**config.mk**
```make
export PLATFORM = sky130hd
export DESIGN_NAME = axis_delta_packer_unpacker
export DESIGN_NICKNAME = d
export VERILOG_FILES = /design/src/rtl/adpu_pkg.sv /design/src/rtl/adpu_ctrl.sv /design/src/rtl/adpu_dp.sv /design/src/rtl/axis_delta_packer_unpacker.sv
export SDC_FILE = /design/constraint.sdc
export NUM_CORES = 1
export LEC_CHECK = 0
export BUFFER_PORTS_ARGS = -buffer_cell sky130_fd_sc_hd__buf_2
export CAP_MARGIN = 30
export CORE_AREA = 2 2 152 154
export DETAILED_ROUTE_END_ITERATION = 12
export DIE_AREA = 0 0 154 156
export PLACE_DENSITY = 0.87
export SYNTH_ARGS = -nofsm -noshare
export SYNTH_HDL_FRONTEND = slang
export SYNTH_SLANG_ARGS = --single-unit
export TNS_END_PERCENT = 10
```
**constraint.sdc**
```tcl
create_clock -name clk -period 5.39 [get_ports clk]
set_input_delay 0.539 -clock clk [delete_from_list [all_inputs] [get_ports clk]]
set_output_delay 0.539 -clock clk [all_outputs]
set_load 0.02 [all_outputs]
```
**src/rtl/adpu_pkg.sv**
```systemverilog
// Shared types, constants and codes for the axis delta packer/unpacker.
// Used by adpu_ctrl, adpu_dp and axis_delta_packer_unpacker; depends on nothing.
`default_nettype none

package adpu_pkg;

  // Field widths
  localparam int TYPE_W     = 8;
  localparam int CODE_W     = 16;
  localparam int VALUE_W    = 32;
  localparam int HALF_W     = 16;
  localparam int COUNT_W    = 3;
  localparam int DATA_W     = CODE_W + VALUE_W;
  localparam int IN_USER_W  = TYPE_W;
  localparam int OUT_USER_W = 2 + TYPE_W + 1;

  // Configuration port
  localparam int CFG_IDX_W  = 3;
  localparam int CFG_DATA_W = 16;

  // Axis code registers present in the register map
  localparam int NUM_AXIS_REGS = 4;
  localparam int MAX_AXES_DEF  = 4;

  // Register reset values
  localparam logic [TYPE_W-1:0]  EVENT_TYPE_RST    = 8'd2;
  localparam logic               UNPACK_MODE_RST   = 1'b0;
  localparam logic [CODE_W-1:0]  COMBINED_CODE_RST = 16'd0;
  localparam logic [COUNT_W-1:0] CODE_COUNT_RST    = 3'd2;
  localparam logic [CODE_W-1:0]  AXIS_CODE_0_RST   = 16'd0;
  localparam logic [CODE_W-1:0]  AXIS_CODE_1_RST   = 16'd1;
  localparam logic [CODE_W-1:0]  AXIS_CODE_2_RST   = 16'd0;
  localparam logic [CODE_W-1:0]  AXIS_CODE_3_RST   = 16'd0;

  // Register indexes
  typedef enum logic [CFG_IDX_W-1:0] {
    REG_EVENT_TYPE    = 3'd0,
    REG_UNPACK_MODE   = 3'd1,
    REG_COMBINED_CODE = 3'd2,
    REG_CODE_COUNT    = 3'd3,
    REG_AXIS_CODE_0   = 3'd4,
    REG_AXIS_CODE_1   = 3'd5,
    REG_AXIS_CODE_2   = 3'd6,
    REG_AXIS_CODE_3   = 3'd7
  } cfg_reg_t;

  // Result disposition codes
  typedef enum logic [1:0] {
    DISP_PASS    = 2'd0,
    DISP_CONSUME = 2'd1,
    DISP_REPORT  = 2'd2
  } disp_t;

  // How an accepted item is handled
  typedef enum logic [1:0] {
    CLS_PASS    = 2'd0,
    CLS_CONSUME = 2'd1,
    CLS_PACK    = 2'd2,
    CLS_UNPACK  = 2'd3
  } cls_t;

  // Controller states
  typedef enum logic [1:0] {
    ST_IDLE = 2'd0,
    ST_PACK = 2'd1,
    ST_EMIT = 2'd2,
    ST_OUT  = 2'd3
  } state_t;

  // Controller to datapath
  typedef struct packed {
    logic take;       // item accepted this cycle
    logic pack_step;  // fold one slot into the packed word
    logic report;     // load the next unpack report
  } dp_cmd_t;

  // Datapath to controller
  typedef struct packed {
    cls_t cls;        // class of the item on the input port
    logic idx_top;    // pack sweep is at its final slot
    logic out_last;   // held result is the final one of its item
  } dp_stat_t;

endpackage

`default_nettype wire

```
**src/rtl/adpu_ctrl.sv**
```systemverilog
// Sequencing state machine for the axis delta packer/unpacker.
// Depends on adpu_pkg; drives adpu_dp through dp_cmd_t and reads dp_stat_t.
`default_nettype none

module adpu_ctrl
  import adpu_pkg::*;
(
  input  wire logic     clk,
  input  wire logic     rst_n,
  input  wire logic     in_tvalid,
  output logic          in_tready,
  output logic          out_tvalid,
  input  wire logic     out_tready,
  input  wire dp_stat_t st,
  output dp_cmd_t       cmd
);

  state_t state_r;
  state_t state_nxt;

  // State register
  always_ff @(posedge clk) begin
    if (!rst_n) begin
      state_r <= ST_IDLE;
    end else begin
      state_r <= state_nxt;
    end
  end

  // Next state and commands
  always_comb begin
    state_nxt  = state_r;
    cmd        = '0;
    in_tready  = 1'b0;
    out_tvalid = 1'b0;
    case (state_r)
      ST_IDLE: begin
        in_tready = 1'b1;
        if (in_tvalid) begin
          cmd.take = 1'b1;
          case (st.cls)
            CLS_PACK:   state_nxt = ST_PACK;
            CLS_UNPACK: state_nxt = ST_EMIT;
            default:    state_nxt = ST_OUT;
          endcase
        end
      end
      ST_PACK: begin
        // sweep one slot a cycle; the final slot loads the result
        cmd.pack_step = 1'b1;
        if (st.idx_top) begin
          state_nxt = ST_OUT;
        end
      end
      ST_EMIT: begin
        cmd.report = 1'b1;
        state_nxt  = ST_OUT;
      end
      ST_OUT: begin
        out_tvalid = 1'b1;
        if (out_tready) begin
          if (st.out_last) begin
            state_nxt = ST_IDLE;
          end else begin
            // replace the taken report with the next one
            cmd.report = 1'b1;
          end
        end
      end
      default: begin
        state_nxt = ST_IDLE;
      end
    endcase
  end

endmodule

`default_nettype wire

```
**src/rtl/adpu_dp.sv**
```systemverilog
// Datapath of the axis delta packer/unpacker: registers, delta store,
// code match, packing and splitting, output register. Depends on adpu_pkg.
`default_nettype none

module adpu_dp
  import adpu_pkg::*;
#(
  parameter int MAX_AXES = MAX_AXES_DEF
) (
  input  wire logic                  clk,
  input  wire logic                  rst_n,
  // configuration
  input  wire logic                  cfg_valid,
  output logic                       cfg_ready,
  input  wire logic [CFG_IDX_W-1:0]  cfg_index,
  input  wire logic [CFG_DATA_W-1:0] cfg_data,
  // input item fields
  input  wire logic [TYPE_W-1:0]     in_type,
  input  wire logic [CODE_W-1:0]     in_code,
  input  wire logic [VALUE_W-1:0]    in_value,
  input  wire logic                  in_sync,
  // result item fields
  output disp_t                      out_disp,
  output logic [TYPE_W-1:0]          out_type,
  output logic [CODE_W-1:0]          out_code,
  output logic [VALUE_W-1:0]         out_value,
  output logic                       out_sync,
  output logic                       out_last,
  // controller link
  input  wire dp_cmd_t               cmd,
  output dp_stat_t                   st
);

  localparam int AXW = (MAX_AXES > 1) ? $clog2(MAX_AXES) : 1;

  // Configuration registers
  logic [TYPE_W-1:0]  event_type_r;
  logic               unpack_mode_r;
  logic [CODE_W-1:0]  combined_code_r;
  logic [COUNT_W-1:0] code_count_r;
  logic [CODE_W-1:0]  axis_code_r [NUM_AXIS_REGS];

  // Delta store and working registers
  logic [HALF_W-1:0]  held_r [MAX_AXES];
  logic [VALUE_W-1:0] word_r;
  logic [AXW-1:0]     idx_r;
  logic [TYPE_W-1:0]  type_r;

  // Output register
  disp_t              out_disp_r;
  logic [TYPE_W-1:0]  out_type_r;
  logic [CODE_W-1:0]  out_code_r;
  logic [VALUE_W-1:0] out_value_r;
  logic               out_sync_r;
  logic               out_last_r;

  logic [COUNT_W-1:0] n_used;
  logic [COUNT_W-1:0] n_m1;
  logic [MAX_AXES-1:0] hit;
  logic               match_any;
  logic [AXW-1:0]     match_idx;
  cls_t               cls;
  logic               store_en;
  logic [CODE_W-1:0]  axis_sel;
  logic [HALF_W-1:0]  held_sel;

  assign cfg_ready = 1'b1;

  // Clamp the axis count to the store depth
  assign n_used = (code_count_r > COUNT_W'(MAX_AXES)) ? COUNT_W'(MAX_AXES) : code_count_r;
  assign n_m1   = n_used - COUNT_W'(1);

  // Compare the code against every axis in use
  always_comb begin
    for (int i = 0; i < MAX_AXES; i++) begin
      hit[i] = (COUNT_W'(i) < n_used) && (axis_code_r[i] == in_code);
    end
  end

  // Take the first matching slot in list order
  always_comb begin
    match_any = 1'b0;
    match_idx = '0;
    for (int i = MAX_AXES - 1; i >= 0; i--) begin
      if (hit[i]) begin
        match_any = 1'b1;
        match_idx = AXW'(i);
      end
    end
  end

  // Classify the item on the input port
  always_comb begin
    cls = CLS_PASS;
    if (in_type == event_type_r) begin
      if (unpack_mode_r) begin
        if (in_code == combined_code_r) begin
          cls = (n_used == '0) ? CLS_CONSUME : CLS_UNPACK;
        end
      end else if (match_any) begin
        cls = in_sync ? CLS_PACK : CLS_CONSUME;
      end
    end
  end

  assign store_en = cmd.take && !unpack_mode_r && (cls == CLS_CONSUME || cls == CLS_PACK);
  assign axis_sel = axis_code_r[2'(idx_r)];
  assign held_sel = held_r[idx_r];

  // Configuration writes
  always_ff @(posedge clk) begin
    if (!rst_n) begin
      event_type_r    <= EVENT_TYPE_RST;
      unpack_mode_r   <= UNPACK_MODE_RST;
      combined_code_r <= COMBINED_CODE_RST;
      code_count_r    <= CODE_COUNT_RST;
      axis_code_r[0]  <= AXIS_CODE_0_RST;
      axis_code_r[1]  <= AXIS_CODE_1_RST;
      axis_code_r[2]  <= AXIS_CODE_2_RST;
      axis_code_r[3]  <= AXIS_CODE_3_RST;
    end else if (cfg_valid) begin
      case (cfg_reg_t'(cfg_index))
        REG_EVENT_TYPE:    event_type_r    <= cfg_data[TYPE_W-1:0];
        REG_UNPACK_MODE:   unpack_mode_r   <= cfg_data[0];
        REG_COMBINED_CODE: combined_code_r <= cfg_data[CODE_W-1:0];
        REG_CODE_COUNT:    code_count_r    <= cfg_data[COUNT_W-1:0];
        REG_AXIS_CODE_0:   axis_code_r[0]  <= cfg_data[CODE_W-1:0];
        REG_AXIS_CODE_1:   axis_code_r[1]  <= cfg_data[CODE_W-1:0];
        REG_AXIS_CODE_2:   axis_code_r[2]  <= cfg_data[CODE_W-1:0];
        REG_AXIS_CODE_3:   axis_code_r[3]  <= cfg_data[CODE_W-1:0];
        default: begin
        end
      endcase
    end
  end

  // Delta store: write on a matched delta, clear each slot as it is packed
  always_ff @(posedge clk) begin
    if (!rst_n) begin
      for (int i = 0; i < MAX_AXES; i++) begin
        held_r[i] <= '0;
      end
    end else if (store_en) begin
      held_r[match_idx] <= in_value[HALF_W-1:0];
    end else if (cmd.pack_step) begin
      held_r[idx_r] <= '0;
    end
  end

  // Working word and slot index
  always_ff @(posedge clk) begin
    if (!rst_n) begin
      idx_r <= '0;
    end else if (cmd.take) begin
      type_r <= in_type;
      if (cls == CLS_UNPACK) begin
        word_r <= in_value;
        idx_r  <= AXW'(n_m1);
      end else begin
        word_r <= '0;
        idx_r  <= '0;
      end
    end else if (cmd.pack_step) begin
      word_r <= {word_r[VALUE_W-HALF_W-1:0], held_sel};
      idx_r  <= idx_r + AXW'(1);
    end else if (cmd.report) begin
      word_r <= word_r >> HALF_W;
      idx_r  <= idx_r - AXW'(1);
    end
  end

  // Output register
  always_ff @(posedge clk) begin
    if (cmd.take) begin
      out_type_r <= in_type;
      out_code_r <= in_code;
      out_sync_r <= in_sync;
      out_last_r <= 1'b1;
      if (cls == CLS_CONSUME) begin
        out_disp_r  <= DISP_CONSUME;
        out_value_r <= '0;
      end else begin
        out_disp_r  <= DISP_PASS;
        out_value_r <= in_value;
      end
    end else if (cmd.pack_step && st.idx_top) begin
      out_disp_r  <= DISP_PASS;
      out_type_r  <= type_r;
      out_code_r  <= combined_code_r;
      out_value_r <= {word_r[VALUE_W-HALF_W-1:0], held_sel};
      out_sync_r  <= 1'b1;
      out_last_r  <= 1'b1;
    end else if (cmd.report) begin
      out_disp_r  <= DISP_REPORT;
      out_type_r  <= event_type_r;
      out_code_r  <= axis_sel;
      out_value_r <= {{(VALUE_W-HALF_W){1'b0}}, word_r[HALF_W-1:0]};
      out_sync_r  <= (idx_r == '0);
      out_last_r  <= (idx_r == '0);
    end
  end

  assign out_disp  = out_disp_r;
  assign out_type  = out_type_r;
  assign out_code  = out_code_r;
  assign out_value = out_value_r;
  assign out_sync  = out_sync_r;
  assign out_last  = out_last_r;

  // Status to the controller
  always_comb begin
    st.cls      = cls;
    st.idx_top  = (COUNT_W'(idx_r) == n_m1);
    st.out_last = out_last_r;
  end

endmodule

`default_nettype wire

```
**src/rtl/axis_delta_packer_unpacker.sv**
```systemverilog
// Top level of the axis delta packer/unpacker: stream ports, field packing,
// adpu_ctrl and adpu_dp. Depends on adpu_pkg.
`default_nettype none

// Handles one event item at a time. Some items give a single result, offered
// the cycle after the item is accepted: an event of another type, an
// unmatched code, a pack-mode delta without sync, and an unpack-mode combined
// event while the code count is zero. Let n be code_count capped at MAX_AXES.
// A pack-mode sync sweeps the delta store one slot a cycle in ST_PACK, and
// the final slot loads the packed result. An unpack-mode combined event gives
// n reports: ST_EMIT loads the first, and each later one is loaded as the
// one before it is taken in ST_OUT. The single output register holds each
// result until it is taken, and no new item is accepted before the last
// result of the current one leaves. Configuration writes are always taken
// (cfg_ready is tied high) and must only be issued while the block is idle.
module axis_delta_packer_unpacker
  import adpu_pkg::*;
#(
  parameter int MAX_AXES = MAX_AXES_DEF
) (
  input  wire logic                  clk,
  input  wire logic                  rst_n,
  // configuration write channel
  input  wire logic                  cfg_valid,
  output logic                       cfg_ready,
  input  wire logic [CFG_IDX_W-1:0]  cfg_index,
  input  wire logic [CFG_DATA_W-1:0] cfg_data,
  // input stream
  input  wire logic                  in_tvalid,
  output logic                       in_tready,
  input  wire logic [DATA_W-1:0]     in_tdata,   // in_code [15:0], in_value [47:16]
  input  wire logic [IN_USER_W-1:0]  in_tuser,   // in_type [7:0]
  input  wire logic                  in_tlast,   // in_sync
  // result stream
  output logic                       out_tvalid,
  input  wire logic                  out_tready,
  output logic [DATA_W-1:0]          out_tdata,  // out_code [15:0], out_value [47:16]
  output logic [OUT_USER_W-1:0]      out_tuser,  // disposition [1:0], out_type [9:2],
                                                 // out_sync [10]
  output logic                       out_tlast   // last
);

  dp_cmd_t            cmd;
  dp_stat_t           st;
  disp_t              out_disp;
  logic [TYPE_W-1:0]  out_type;
  logic [CODE_W-1:0]  out_code;
  logic [VALUE_W-1:0] out_value;
  logic               out_sync;
  logic               out_last;

  adpu_ctrl u_ctrl (
    .clk        (clk),
    .rst_n      (rst_n),
    .in_tvalid  (in_tvalid),
    .in_tready  (in_tready),
    .out_tvalid (out_tvalid),
    .out_tready (out_tready),
    .st         (st),
    .cmd        (cmd)
  );

  adpu_dp #(
    .MAX_AXES (MAX_AXES)
  ) u_dp (
    .clk       (clk),
    .rst_n     (rst_n),
    .cfg_valid (cfg_valid),
    .cfg_ready (cfg_ready),
    .cfg_index (cfg_index),
    .cfg_data  (cfg_data),
    .in_type   (in_tuser[TYPE_W-1:0]),
    .in_code   (in_tdata[CODE_W-1:0]),
    .in_value  (in_tdata[DATA_W-1:CODE_W]),
    .in_sync   (in_tlast),
    .out_disp  (out_disp),
    .out_type  (out_type),
    .out_code  (out_code),
    .out_value (out_value),
    .out_sync  (out_sync),
    .out_last  (out_last),
    .cmd       (cmd),
    .st        (st)
  );

  // Pack result fields onto the stream
  assign out_tdata = {out_value, out_code};
  assign out_tuser = {out_sync, out_type, out_disp};
  assign out_tlast = out_last;

`ifndef SYNTHESIS
  // Never offer a result while taking a new item
  a_one_item: assert property (@(posedge clk) disable iff (!rst_n)
    !(in_tready && out_tvalid))
    else $error("input accepted while a result is pending");

  // An accepted item keeps the input closed on the next cycle
  a_busy_after_take: assert property (@(posedge clk) disable iff (!rst_n)
    (in_tvalid && in_tready) |=> !in_tready)
    else $error("input reopened straight after an item");

  // More reports follow a result that is not the last
  a_more_reports: assert property (@(posedge clk) disable iff (!rst_n)
    (out_tvalid && out_tready && !out_tlast) |=> (out_tvalid && !in_tready))
    else $error("report sequence cut short");
`endif

endmodule

`default_nettype wire
```
==> flow_metrics.py <==
metrics = {
    "critical_path": {
        "path_max_fanout": 17,
        "critical_path_class": "reg2reg",
        "cp-start-kind": "flip-flop",
        "cp.required_ns": 5.59,
        "arrival_ns": 4.38,
        "endpoint_kind": "flip-flop",
        "startpoint": "u_dp.axis_code_r[3][5]",
        "timing.rr.start": "u_dp.axis_code_r[3][5]",
        "worstReg2RegEnd": "u_dp.held_r[3][7]",
        "crit_end": "u_dp.held_r[3][7]",
        "ff2ff_setup_slack_ns": 1.21,
        "reg2reg_depth": 13,
    },
    "clock_tree": {
        "cts_buffers": 27,
        "cts.sinks": 262,
        "cts.path.max_buffers": 3,
        "ctsResizeCount": 0,
        "cts_root_buf": "clkbuf_16",
        "clk-insertion-delay-late_ns": 0.55,
        "clk_pin_slew_ns": 0.06,
        "htreeDepth": 1,
        "cts_setup_buffers": 0,
        "cts_tree": "yes",
        "ctsHoldBuffers": 0,
    },
    "yosys": {
        "synth.distinct_cells": 52,
        "syn_area_per_cell_sq_um": 12.6,
        "synthDominantCellAreaShare": 0.524,
        "yosysSeqAreaShare": 0.578,
        "async_flop_share": 0,
        "ys.warnings.count": 0,
        "yosysTopAreaCell": "edfxtp_1",
        "syn_inst": 1036,
        "syn-cell-area_sq_um": 13000,
        "synth-seq-cells": 262,
        "synth_flop_cell": "edfxtp_1",
        "synth_edf_count": 227,
        "synth_nets": 1126,
        "netlist_top_cells_area": "edfxtp_1 52%, mux4_2 5.5%, dfxtp_1 5.4%",
    },
    "power": {
        "clkPwrFrac": 0.277,
        "p_leak_nw": 5.30,
        "p_int_w": 0.00470,
        "peakVddDrop_mv": 0.305,
        "netSwitchingPower_w": 0.00227,
        "comb_power_share": 0.277,
        "power.density_nw_per_um2": 472,
        "swShare": 0.326,
        "p_seq_frac": 0.447,
    },
    "sta": {
        "relSlewSlack": 0.264,
        "rsz0062_at_grt": "false",
        "tns_ns": 0,
        "max_clock_freq_mhz": 239,
        "clock_skew_ns": 0.00889,
        "period_needed_ns": 4.18,
        "hold_violations": 0,
        "worst_pin_slew_ns": 1.10,
        "final_max_slew_viol_count": 0,
        "report.final.setup_viol": 0,
        "fin_crit_sh": 0.776,
    },
    "die": {
        "die_area_sq_um": 24000,
        "num_rows": 55,
        "pin_count": 144,
        "core_area_sq_um": 22400,
        "die_w_um": 154,
        "initial_core_util": 0.582,
        "die_h_um": 156,
    },
    "finish": {
        "fill_cells": 1585,
        "area_growth_pct": 13.5,
        "layout_common_cells": "227 x edfxtp_1, 142 x buf_2, 101 x nand2_1",
        "final_common_cell": "edfxtp_1",
        "fin_area_sq_um": 14800,
        "nets": 1240,
        "drive_gt1_frac": 0.231,
    },
    "route": {
        "post_drt_via_cell_ratio": 6.11,
        "vias": 8898,
        "drt-pass1-iter-count": 5,
        "drc_errors": 0,
        "wirelength_um": 31800,
        "drt_iter0_drc": 826,
        "ant_nets": 0,
        "routedWlPerCell_um": 21.9,
    },
    "placement": {
        "place_congestion": 0.912,
        "port-buffer-count": 142,
        "dpl_cell_area_sq_um": 13800,
        "dpl.hpwl_um": 21900,
    },
    "global_route": {
        "grt_max_degree": 106,
        "gr-total-overflow": 0,
        "antenna_found_initial": 1,
        "grt_pass1_wl_um": 49000,
        "grt_use_total": 0.263,
        "grt_pass1_vias": 8903,
    },
    "flow_run": {
        "drv_cap": 0,
    },
    "outcome": {
        "status": "finished, final reports clean",
    },
    "hold_path": {
        "holdCritPathClass": "in2reg",
    },
}
cell type report:
class / instances / area, sq um / share of cell area
clock buffer: 33 / 708 / 0.0479
clock inverter: 17 / 200 / 0.0136
antenna: 1 / 2.50 / 0.000169
tap: 285 / 357 / 0.0241
timing repair buffer: 163 / 887 / 0.0601
sequential: 262 / 7520 / 0.509
multi-input combinational: 672 / 5010 / 0.339
inverter: 24 / 90.1 / 0.00610
registers in the layout (all words and copies together) (netlist names), named ones only:
signal                flops
u_ctrl.state_r            2
u_dp.axis_code_r         64
u_dp.code_count_r         3
u_dp.combined_code_r     16
u_dp.event_type_r         8
u_dp.held_r              64
u_dp.idx_r                2
u_dp.out_code            16
u_dp.out_disp             2
u_dp.out_last             1
u_dp.out_sync             1
u_dp.out_type             8
u_dp.out_value           32
u_dp.type_r               8
u_dp.unpack_mode_r        1
u_dp.word_r              32
logic make-up after synthesis:
| kind of cell | share of synthesized area |
|---|---|
| mux | 0.102 |
| simple gates | 0.134 |
| flops | 0.578 |
| xor+xnor | 0.0626 |
| compound gates | 0.0747 |
| buf+inv | 0.0403 |
| fa+ha+maj | 0.00866 |
| other cells | 0.000288 |
power groups by stage:
stage	Sequential (W)	Combinational, W	Clock [W]
floorplan	0.00338	0.00110	0
global placement	0.00312	0.00188	0
detailed placement	0.00315	0.00192	0
CTS	0.00311	0.00193	0.00194
global route	0.00316	0.00207	0.00200
finish	0.00311	0.00193	0.00193
Yosys cell counts (all sizes together), types with 22 or more instances:
| library cell | count |
|---|---|
| edfxtp | 227 |
| nand2 | 103 |
| o21ai | 68 |
| and2 | 67 |
| mux2i | 60 |
| xnor2 | 59 |
| nor3 | 54 |
| clkbuf | 40 |
| buf | 38 |
| dfxtp | 35 |
| xor2 | 34 |
| a22o | 33 |
| a21oi | 32 |
| mux4 | 32 |
| inv | 24 |
| nand3 | 22 |
| nor2 | 22 |
worst min-delay path by stage:
stage | from | end | slack (ns) | cells after the start
6_report | in_tuser[5] | u_dp.type_r[5] | 0.21 | 1
5_1_grt | in_tuser[6] | u_dp.type_r[6] | 0.20 | 1
4_1_cts | in_tuser[4] | u_dp.type_r[4] | 0.20 | 1
3_5_place_dp | u_dp.combined_code_r[1] | u_dp.combined_code_r[1] | 0.48 | 2
3_3_place_gp | u_dp.combined_code_r[1] | u_dp.combined_code_r[1] | 0.47 | 2
2_1_floorplan | u_dp.combined_code_r[0] | u_dp.combined_code_r[0] | 0.46 | 2
routing by layer:
metal	GRT usage	vias to the layer above	part of all wire	wire, um
met5	0	-	0	0
met4	0.114	0	0.038	1210
met3	0.0414	84	0.070	2230
met2	0.448	429	0.49	15700
met1	0.337	4362	0.40	12700
li1	-	4023	-	-
critical path, stage by stage, from the launching register on:
cell and delay, ns:
edfxtp_1 0.43, xnor2_1 0.25, nand4_1 0.14, nor4_1 0.42, o2bb2a_1 0.29, a211oi_1 0.32, o21a_1 0.19, ha_1 0.27
nor3_2 0.30, nor3_1 0.07, a31o_2 0.24, a22oi_2 0.17, buf_4 0.24, o311a_2 0.50
through the flow:
stage	setup slack [ns]	hold WS (ns)	total power, W	util	std cells
after floorplan	0.578	0.461	0.00447	-	1036
after global placement	0.989	0.472	0.00500	0.618	1402
after detailed placement	0.955	0.476	0.00507	0.618	1404
after CTS	1.26	0.195	0.00698	0.659	1454
after global routing	0.987	0.203	0.00724	0.660	1456
final	1.21	0.209	0.00697	0.660	1457
No activity file was read; power rests on OpenSTA's default activity.
